===== src/rtl/core/swmm_pkg.sv =====
package swmm_pkg;

    // result field width and converter reference in millivolts
    localparam int OUT_W = 12;
    localparam int VREF_W = 12;
    localparam logic [VREF_W-1:0] VREF_MV = 12'd3300;

    // sequencer states
    typedef enum logic [3:0] {
        ST_IDLE = 4'b0001,
        ST_SCAN = 4'b0010,
        ST_CONV = 4'b0100,
        ST_HOLD = 4'b1000
    } state_t;

    // which value goes through the divider
    typedef enum logic [1:0] {
        SEL_SAMPLE = 2'd0,
        SEL_MEAN   = 2'd1,
        SEL_MIN    = 2'd2,
        SEL_MAX    = 2'd3
    } conv_sel_t;

    // divider status toward the sequencer
    typedef struct packed {
        logic             done;
        logic [OUT_W-1:0] quot;
    } div_res_t;

endpackage


===== src/rtl/core/swmm_cell.sv =====
module swmm_cell #(
    parameter int ADC_BITS = 12
) (
    input  logic                aclk,
    input  logic                aresetn,
    input  logic                shift_en,
    input  logic [ADC_BITS-1:0] d,
    output logic [ADC_BITS-1:0] q
);

    logic [ADC_BITS-1:0] code_reg;
    logic [ADC_BITS-1:0] code_next;

    // take the neighbor's code on every shift
    always_comb begin
        code_next = shift_en ? d : code_reg;
    end

    always_ff @(posedge aclk) begin
        if (!aresetn) begin
            code_reg <= '0;
        end else begin
            code_reg <= code_next;
        end
    end

    assign q = code_reg;

endmodule


===== src/rtl/core/swmm_div.sv =====
module swmm_div #(
    parameter int NUM_W = 40,
    parameter int DEN_W = 28,
    parameter int RCP_W = 25
) (
    input  logic                aclk,
    input  logic                aresetn,
    input  logic                start,
    input  logic [NUM_W-1:0]    num,
    input  logic [DEN_W-1:0]    den2,
    input  logic [RCP_W-1:0]    rcp,
    output swmm_pkg::div_res_t  res
);

    localparam int PRD_W  = NUM_W + RCP_W;
    localparam int BACK_W = swmm_pkg::OUT_W + DEN_W;

    logic [NUM_W-1:0]               num_reg, num_next;
    logic [DEN_W-1:0]               den2_reg, den2_next;
    logic [RCP_W-1:0]               rcp_reg, rcp_next;
    logic [swmm_pkg::OUT_W-1:0]     est_reg, est_next;
    logic [swmm_pkg::OUT_W-1:0]     quot_reg, quot_next;
    logic                           mul_reg, mul_next;
    logic                           fix_reg, fix_next;
    logic                           done_reg, done_next;
    logic [PRD_W-1:0]               prod;
    logic [BACK_W-1:0]              back;
    logic [NUM_W-1:0]               rem;

    // division by a constant: reciprocal estimate, then one correction step
    // rcp is floor(2^NUM_W / den2), so the estimate is the quotient or one below it
    always_comb begin
        num_next  = num_reg;
        den2_next = den2_reg;
        rcp_next  = rcp_reg;
        est_next  = est_reg;
        quot_next = quot_reg;
        mul_next  = start;
        fix_next  = mul_reg;
        done_next = fix_reg;
        prod      = PRD_W'(num_reg) * PRD_W'(rcp_reg);
        back      = BACK_W'(est_reg) * BACK_W'(den2_reg);
        rem       = num_reg - NUM_W'(back);
        if (start) begin
            num_next  = num;
            den2_next = den2;
            rcp_next  = rcp;
        end
        if (mul_reg) begin
            est_next = prod[NUM_W +: swmm_pkg::OUT_W];
        end
        if (fix_reg) begin
            quot_next = (rem >= NUM_W'(den2_reg)) ? est_reg + 1'b1 : est_reg;
        end
    end

    always_ff @(posedge aclk) begin
        if (!aresetn) begin
            mul_reg  <= 1'b0;
            fix_reg  <= 1'b0;
            done_reg <= 1'b0;
        end else begin
            mul_reg  <= mul_next;
            fix_reg  <= fix_next;
            done_reg <= done_next;
        end
        num_reg  <= num_next;
        den2_reg <= den2_next;
        rcp_reg  <= rcp_next;
        est_reg  <= est_next;
        quot_reg <= quot_next;
    end

    assign res.done = done_reg;
    assign res.quot = quot_reg;

endmodule


===== src/rtl/core/sliding_window_min_max_average.sv =====
// an item passes through the scan, the four conversions and the hold state before its
//   result reaches the m_ port; one item is processed at a time: the ring of cells
//   rotates once per item and a shared divider converts four values in turn
// a finished result waits in the output register while the next item is accepted
// reset (aresetn low, synchronous) clears every window cell, the running sum and the
//   handshake state; no clearing pass is needed
module sliding_window_min_max_average #(
    parameter int WINDOW   = 100,
    parameter int ADC_BITS = 12
) (
    input  logic                         aclk,
    input  logic                         aresetn,
    input  logic                         s_valid,
    output logic                         s_ready,
    input  logic [ADC_BITS-1:0]          s_sample_raw,
    output logic                         m_valid,
    input  logic                         m_ready,
    output logic [swmm_pkg::OUT_W-1:0]   m_sample_mv,
    output logic [swmm_pkg::OUT_W-1:0]   m_average_mv,
    output logic [swmm_pkg::OUT_W-1:0]   m_minimum_mv,
    output logic [swmm_pkg::OUT_W-1:0]   m_maximum_mv
);

    localparam int SUM_W = ADC_BITS + $clog2(WINDOW);
    localparam int NUM_W = SUM_W + swmm_pkg::VREF_W + 2;
    localparam int PROD_W = SUM_W + swmm_pkg::VREF_W;
    localparam int DEN_W = SUM_W + 1;
    localparam int RCP_W = NUM_W - ADC_BITS + 1;
    localparam int CNT_W = $clog2(WINDOW);
    localparam logic [CNT_W-1:0] CNT_LAST = CNT_W'(WINDOW - 1);
    localparam logic [63:0] FS64 = (64'd1 << ADC_BITS) - 64'd1;
    localparam logic [SUM_W-1:0] DEN_ONE = SUM_W'(FS64);
    localparam logic [SUM_W-1:0] DEN_WIN = SUM_W'(FS64 * 64'(WINDOW));
    // reciprocals of twice each divisor, scaled by 2^NUM_W
    localparam logic [RCP_W-1:0] RCP_ONE = RCP_W'((64'd1 << NUM_W) / (64'd2 * FS64));
    localparam logic [RCP_W-1:0] RCP_WIN =
        RCP_W'((64'd1 << NUM_W) / (64'd2 * FS64 * 64'(WINDOW)));

    swmm_pkg::state_t           state_reg, state_next;
    swmm_pkg::conv_sel_t        sel_reg, sel_next;
    logic [CNT_W-1:0]           cnt_reg, cnt_next;
    logic [SUM_W-1:0]           sum_reg, sum_next;
    logic [ADC_BITS-1:0]        code_reg, code_next;
    logic [ADC_BITS-1:0]        min_reg, min_next;
    logic [ADC_BITS-1:0]        max_reg, max_next;
    logic [swmm_pkg::OUT_W-1:0] r_smp_reg, r_smp_next;
    logic [swmm_pkg::OUT_W-1:0] r_avg_reg, r_avg_next;
    logic [swmm_pkg::OUT_W-1:0] r_min_reg, r_min_next;
    logic [swmm_pkg::OUT_W-1:0] r_max_reg, r_max_next;
    logic                       mv_reg, mv_next;
    logic [swmm_pkg::OUT_W-1:0] o_smp_reg, o_smp_next;
    logic [swmm_pkg::OUT_W-1:0] o_avg_reg, o_avg_next;
    logic [swmm_pkg::OUT_W-1:0] o_min_reg, o_min_next;
    logic [swmm_pkg::OUT_W-1:0] o_max_reg, o_max_next;

    logic                       accept;
    logic                       shift_en;
    logic [ADC_BITS-1:0]        ring_in;
    logic [ADC_BITS-1:0]        tap;
    logic [ADC_BITS-1:0]        cell_q [WINDOW];
    logic                       div_start;
    logic [SUM_W-1:0]           conv_x;
    logic [SUM_W-1:0]           conv_den;
    logic [RCP_W-1:0]           conv_rcp;
    logic [PROD_W-1:0]          conv_prod;
    logic [NUM_W-1:0]           div_num;
    logic [DEN_W-1:0]           div_den2;
    swmm_pkg::div_res_t         div_res;

    assign accept = s_valid && s_ready;
    assign s_ready = (state_reg == swmm_pkg::ST_IDLE);
    assign tap = cell_q[WINDOW-1];

    // ring of cells: new item enters on accept, then one full rotation for the scan
    assign shift_en = accept || (state_reg == swmm_pkg::ST_SCAN);
    assign ring_in = accept ? s_sample_raw : tap;

    for (genvar i = 0; i < WINDOW; i++) begin : g_cell
        if (i == 0) begin : g_head
            swmm_cell #(.ADC_BITS(ADC_BITS)) u_cell (
                .aclk     (aclk),
                .aresetn  (aresetn),
                .shift_en (shift_en),
                .d        (ring_in),
                .q        (cell_q[i])
            );
        end else begin : g_body
            swmm_cell #(.ADC_BITS(ADC_BITS)) u_cell (
                .aclk     (aclk),
                .aresetn  (aresetn),
                .shift_en (shift_en),
                .d        (cell_q[i-1]),
                .q        (cell_q[i])
            );
        end
    end

    // operand of the divider: round(x * vref / den) as (2*x*vref + den) / (2*den)
    // follows the next selection so it is in place when a conversion starts
    always_comb begin
        unique case (sel_next)
            swmm_pkg::SEL_SAMPLE: begin
                conv_x   = SUM_W'(code_reg);
                conv_den = DEN_ONE;
                conv_rcp = RCP_ONE;
            end
            swmm_pkg::SEL_MEAN: begin
                conv_x   = sum_reg;
                conv_den = DEN_WIN;
                conv_rcp = RCP_WIN;
            end
            swmm_pkg::SEL_MIN: begin
                conv_x   = SUM_W'(min_reg);
                conv_den = DEN_ONE;
                conv_rcp = RCP_ONE;
            end
            swmm_pkg::SEL_MAX: begin
                conv_x   = SUM_W'(max_reg);
                conv_den = DEN_ONE;
                conv_rcp = RCP_ONE;
            end
            default: begin
                conv_x   = '0;
                conv_den = DEN_ONE;
                conv_rcp = RCP_ONE;
            end
        endcase
        conv_prod = PROD_W'(conv_x) * PROD_W'(swmm_pkg::VREF_MV);
        div_num   = NUM_W'({conv_prod, 1'b0}) + NUM_W'(conv_den);
        div_den2  = {conv_den, 1'b0};
    end

    swmm_div #(.NUM_W(NUM_W), .DEN_W(DEN_W), .RCP_W(RCP_W)) u_div (
        .aclk    (aclk),
        .aresetn (aresetn),
        .start   (div_start),
        .num     (div_num),
        .den2    (div_den2),
        .rcp     (conv_rcp),
        .res     (div_res)
    );

    // sequencer
    always_comb begin
        state_next = state_reg;
        sel_next   = sel_reg;
        cnt_next   = cnt_reg;
        sum_next   = sum_reg;
        code_next  = code_reg;
        min_next   = min_reg;
        max_next   = max_reg;
        r_smp_next = r_smp_reg;
        r_avg_next = r_avg_reg;
        r_min_next = r_min_reg;
        r_max_next = r_max_reg;
        mv_next    = mv_reg;
        o_smp_next = o_smp_reg;
        o_avg_next = o_avg_reg;
        o_min_next = o_min_reg;
        o_max_next = o_max_reg;
        div_start  = 1'b0;

        // output register drains on its own
        if (mv_reg && m_ready) begin
            mv_next = 1'b0;
        end

        unique case (state_reg)
            swmm_pkg::ST_IDLE: begin
                if (accept) begin
                    sum_next   = sum_reg - SUM_W'(tap) + SUM_W'(s_sample_raw);
                    code_next  = s_sample_raw;
                    min_next   = '1;
                    max_next   = '0;
                    cnt_next   = '0;
                    state_next = swmm_pkg::ST_SCAN;
                end
            end
            swmm_pkg::ST_SCAN: begin
                if (tap < min_reg) begin
                    min_next = tap;
                end
                if (tap > max_reg) begin
                    max_next = tap;
                end
                cnt_next = cnt_reg + 1'b1;
                if (cnt_reg == CNT_LAST) begin
                    sel_next   = swmm_pkg::SEL_SAMPLE;
                    state_next = swmm_pkg::ST_CONV;
                end
            end
            swmm_pkg::ST_CONV: begin
                if (div_res.done) begin
                    unique case (sel_reg)
                        swmm_pkg::SEL_SAMPLE: r_smp_next = div_res.quot;
                        swmm_pkg::SEL_MEAN:   r_avg_next = div_res.quot;
                        swmm_pkg::SEL_MIN:    r_min_next = div_res.quot;
                        swmm_pkg::SEL_MAX:    r_max_next = div_res.quot;
                        default:              r_smp_next = div_res.quot;
                    endcase
                    if (sel_reg == swmm_pkg::SEL_MAX) begin
                        state_next = swmm_pkg::ST_HOLD;
                    end else begin
                        sel_next = swmm_pkg::conv_sel_t'(sel_reg + 2'd1);
                    end
                end
            end
            swmm_pkg::ST_HOLD: begin
                if (!mv_reg || m_ready) begin
                    mv_next    = 1'b1;
                    o_smp_next = r_smp_reg;
                    o_avg_next = r_avg_reg;
                    o_min_next = r_min_reg;
                    o_max_next = r_max_reg;
                    state_next = swmm_pkg::ST_IDLE;
                end
            end
            default: begin
                state_next = swmm_pkg::ST_IDLE;
            end
        endcase

        // first conversion starts as the scan ends, the next ones as each finishes
        if ((state_reg == swmm_pkg::ST_SCAN) && (cnt_reg == CNT_LAST)) begin
            div_start = 1'b1;
        end else if ((state_reg == swmm_pkg::ST_CONV) && div_res.done
                     && (sel_reg != swmm_pkg::SEL_MAX)) begin
            div_start = 1'b1;
        end
    end

    always_ff @(posedge aclk) begin
        if (!aresetn) begin
            state_reg <= swmm_pkg::ST_IDLE;
            sel_reg   <= swmm_pkg::SEL_SAMPLE;
            cnt_reg   <= '0;
            sum_reg   <= '0;
            mv_reg    <= 1'b0;
        end else begin
            state_reg <= state_next;
            sel_reg   <= sel_next;
            cnt_reg   <= cnt_next;
            sum_reg   <= sum_next;
            mv_reg    <= mv_next;
        end
        code_reg  <= code_next;
        min_reg   <= min_next;
        max_reg   <= max_next;
        r_smp_reg <= r_smp_next;
        r_avg_reg <= r_avg_next;
        r_min_reg <= r_min_next;
        r_max_reg <= r_max_next;
        o_smp_reg <= o_smp_next;
        o_avg_reg <= o_avg_next;
        o_min_reg <= o_min_next;
        o_max_reg <= o_max_next;
    end

    assign m_valid      = mv_reg;
    assign m_sample_mv  = o_smp_reg;
    assign m_average_mv = o_avg_reg;
    assign m_minimum_mv = o_min_reg;
    assign m_maximum_mv = o_max_reg;

endmodule


===== config.mk =====
export PLATFORM = sky130hd
export DESIGN_NAME = sliding_window_min_max_average
export DESIGN_NICKNAME = d
export VERILOG_FILES = /design/src/rtl/core/swmm_pkg.sv /design/src/rtl/core/swmm_cell.sv /design/src/rtl/core/swmm_div.sv /design/src/rtl/core/sliding_window_min_max_average.sv
export SDC_FILE = /design/constraint.sdc
export NUM_CORES = 2
export LEC_CHECK = 0
export BUFFER_PORTS_ARGS = -buffer_cell sky130_fd_sc_hd__buf_2
export CAP_MARGIN = 15
export CORE_ASPECT_RATIO = 1.2
export CORE_MARGIN = 1
export CORE_UTILIZATION = 50
export DETAILED_ROUTE_END_ITERATION = 7
export GPL_TIMING_DRIVEN = 0
export PLACE_DENSITY = 0.68
export SLEW_MARGIN = 20
export SYNTH_ARGS = -nofsm -noshare
export SYNTH_HDL_FRONTEND = slang
export SYNTH_HIERARCHICAL = 1
export SYNTH_SLANG_ARGS = --single-unit

===== constraint.sdc =====
create_clock -name aclk -period 18.1 [get_ports aclk]
set_input_delay 0.905 -clock aclk [delete_from_list [all_inputs] [get_ports aclk]]
set_output_delay 0.905 -clock aclk [all_outputs]
set_load 0.1 [all_outputs]

==> impl_metrics.py <==
metrics = {
    "yosys": {
        "synth_ff_type": "dfxtp_1",
        "synth_seq_area_share": 0.352,
        "post_synth_fa_ha_maj_area_fraction": 0.239,
        "synthMuxAreaShare": 0.134,
        "syn_area_per_cell_um2": 10.5,
        "synth_xor_xnor_area_share": 0.0126,
        "synth_compound_area_frac": 0.0330,
        "synthSimpleGateAreaFrac": 0.157,
        "synth_top_family_by_area": "adder cells",
        "async_flop_share": 0,
        "yosysUniqueCellTypes": 88,
        "synth_edf_count": 231,
        "postSynthCellCount": 8610,
        "ys_warn_count": 6,
        "synth-seq-cells": 1467,
        "synth_area_um2": 90100,
    },
    "global_route": {
        "grt_use_total": 0.229,
        "grt_pass1_vias": 61785,
        "grt_pass1_wl_um": 331000,
        "antenna_found_initial": 8,
        "grt-ovfl-total": 0,
        "grt_max_degree": 166,
    },
    "sta": {
        "tightest_slew_ns": 1.17,
        "maxSlewHeadroom": 0.223,
        "clock-skew-final_ns": 0.0758,
        "min_period_ns": 9.11,
        "drv_slew": 0,
        "layout_setup_ws_ns": 8.99,
        "tns_ns": 0,
        "final.period_utilization": 0.503,
        "finalSetupViolations": 0,
        "hold_ws_ns": 0.307,
        "hold_viol": 0,
        "rsz0062_at_grt": "false",
        "fmax_ghz": 0.110,
    },
    "cts": {
        "cts.clk_slew.worst_paths_ns": 0.06,
        "cts_setup_buffers": 0,
        "insertion_delay_ns": 0.80,
        "cts_tree": "done",
        "cts_buffers": 147,
        "htree_levels": 4,
        "holdBufCountCts": 0,
        "clockBufferDepth": 3,
        "cts.sinks": 1467,
        "clockRootBuffer": "clkbuf_16",
        "cts_resized": 0,
    },
    "detailed_routing": {
        "wl_per_cell_um": 18.0,
        "via_count": 58306,
        "dr.first_iter.drc_count": 3051,
        "drc": 0,
        "dr.pass1.iters": 5,
        "drtAntennaViolNets": 0,
        "routed_via_density": 5.12,
        "drt-total-wl_um": 205000,
    },
    "final_layout": {
        "fillCellCount": 15579,
        "final-seq-area_um2": 31700,
        "layout-drive-gt1-share": 0.0519,
        "largest_reg_flops": 1188,
        "multiInputGateArea_um2": 52100,
        "nets": 10098,
        "area_delta_synth_final_pct": 9.94,
    },
    "status": {
        "status": "complete, no violations",
    },
    "setup_path": {
        "cp-start-kind": "register",
        "cp_common_cell": "fa_1",
        "crit_fanout": 10,
        "required_ns": 18.60,
        "critPathLaunch": "u_div/est_reg[6]",
        "slowest_stage": "nor4_1",
        "max_stage_delay_ns": 0.92,
        "r2r-start": "u_div/est_reg[6]",
        "cp-end-kind": "register",
        "worstSetupPathType": "register to register",
        "arrival_ns": 9.61,
    },
    "placement": {
        "pre_cts_slack_ns": 8.99,
        "numPortBuffers": 65,
        "place_hpwl_um": 158000,
        "gp_congestion": 0.972,
    },
    "power_and_ir_drop": {
        "p_per_area_nw_per_um2": 81.4,
        "swShare": 0.276,
        "p_sw_uw": 2220,
        "p_seq_frac": 0.420,
        "ir_drop_uv": 145,
        "p_leak_uw": 0.0423,
        "p_int_uw": 5840,
        "clkPwrFrac": 0.383,
        "p_comb_frac": 0.197,
    },
    "die": {
        "dieWidth_um": 390,
        "boundaryPins": 66,
        "start_util": 0.504,
        "fp.dieH_um": 467,
        "die_area_um2": 182000,
        "core-area_um2": 179000,
        "fp-row-count": 170,
    },
    "min_path": {
        "worstHoldStart": "s_sample_raw[9]",
        "hold_class": "primary input to register",
    },
    "run": {
        "maxCapViolations": 0,
    },
}
==> synthesized netlist by cell type, drive strengths merged, types with 4 or more instances <==
cell	count	area, um^2
a211o	5	43.8
o21a	15	113
ha	362	4530
o21ai	105	529
o2111ai	5	50.0
o311ai	5	51.3
nand2b	29	181
mux2i	1207	12100
and2	301	1880
a2111oi	5	43.8
nor2	94	360
nor4	5	37.5
edfxtp	231	6940
a211oi	20	163
nor3	29	155
buf	115	1200
nand3b	8	72.6
a21boi	11	82.6
inv	1116	4190
nor4b	4	56.3
and3	16	100
a31oi	33	219
or2	8	52.6
or3	13	81.3
nor3b	10	75.1
xnor2	77	674
nor2b	1215	7600
a311o	11	110
clkbuf	295	1110
a21oi	99	503
o21bai	8	60.1
nand2	814	3060
and4	6	52.6
o211ai	23	178
a21o	64	480
nand3	33	165
a221oi	5	43.8
dfxtp	1236	24700
xor2	53	464
a31o	5	43.8
fa	851	17000
nand4	25	156
==> metal layers <==
metal	wire (um)	up-vias	track usage
met5	26	-	0
met4	9950	4	0.106
met3	12000	514	0.0442
met2	98800	1503	0.392
met1	84500	28466	0.277
li1	-	27819	-
==> worst max-delay path, delay by kind of cell, from the launching register on <==
| kind | cells | cell delay, ns |
|---|---|---|
| adder cells (fa/ha/maj) | 7 | 3.18 |
| AND/OR/NAND/NOR | 8 | 2.05 |
| AO/OA/AOI/OAI | 7 | 1.73 |
| buffers and inverters | 4 | 0.97 |
| multiplexers | 1 | 0.44 |
| flip-flops | 1 | 0.33 |
| XOR/XNOR | 1 | 0.15 |
==> logic make-up (layout without fill, tap and decap cells) <==
| kind of cell | after synthesis | count (layout) |
|---|---|---|
| AND/OR/NAND/NOR | 2616 | 2616 |
| AO/OA/AOI/OAI | 448 | 448 |
| other | 2 | 33 |
| adder cells (fa/ha/maj) | 1213 | 1213 |
| buffers and inverters | 1526 | 1876 |
| multiplexers | 1208 | 1208 |
| flip-flops | 1467 | 1467 |
| XOR/XNOR | 130 | 130 |
==> final cells by class <==
type                    instances  area share
multi-input cells            5641       0.526
flip-flops and latches       1467       0.320
clock buffers                 208      0.0424
inverters                    1116      0.0424
well taps                    2408      0.0304
plain buffers                 410      0.0233
clock inverters                56     0.00868
repair buffers                 86     0.00732
diodes                          7    0.000177
==> cell usage in the layout, fill, tap and decap left out, types with 92 or more instances in the layout <==
cell type / instances
mux2i_1: 1205
a21oi_1: 97
fa_1: 851
dfxtp_1: 1236
buf_6: 104
nor2b_1: 1214
o21ai_0: 96
nand2_1: 814
ha_1: 362
clkbuf_1: 329
clkbuf_16: 149
nor2_1: 92
edfxtp_1: 231
inv_1: 1115
and2_1: 296
==> path summary, 6_finish.rpt <==
check | end | cells past startpoint | slack, ns
worst max-delay path | u_div/quot_reg[1] | 28 | 8.99
worst min-delay path | code_reg[9] | 1 | 0.31
worst max register to register | u_div/quot_reg[1] | 28 | 8.99
worst min register to register | m_average_mv[0] | 0 | 0.42
==> power by group through the flow <==
stage / clock (uW) / sequential [uW] / combinational, uW
after global routing: 3310 / 3380 / 1770
after floorplan: 0 / 3450 / 1390
after global placement: 0 / 3450 / 1700
final: 3090 / 3380 / 1590
after CTS: 3180 / 3380 / 1600
after detailed placement: 0 / 3450 / 1590
==> metrics by stage <==
| step | util | total power (uW) | std cells | instance area (um^2) |
|---|---|---|---|---|
| 5_1_grt | 0.554 | 8460 | 11393 | 99100 |
| 3_5_place_dp | 0.526 | 5040 | 11128 | 94000 |
| 2_1_floorplan | - | 4840 | 8634 | 90200 |
| 3_3_place_gp | 0.523 | 5150 | 11107 | 93600 |
| 4_1_cts | 0.554 | 8160 | 11392 | 99100 |
| 6_report | 0.554 | 8060 | 11399 | 99100 |
(Power assumes the default switching activity.)
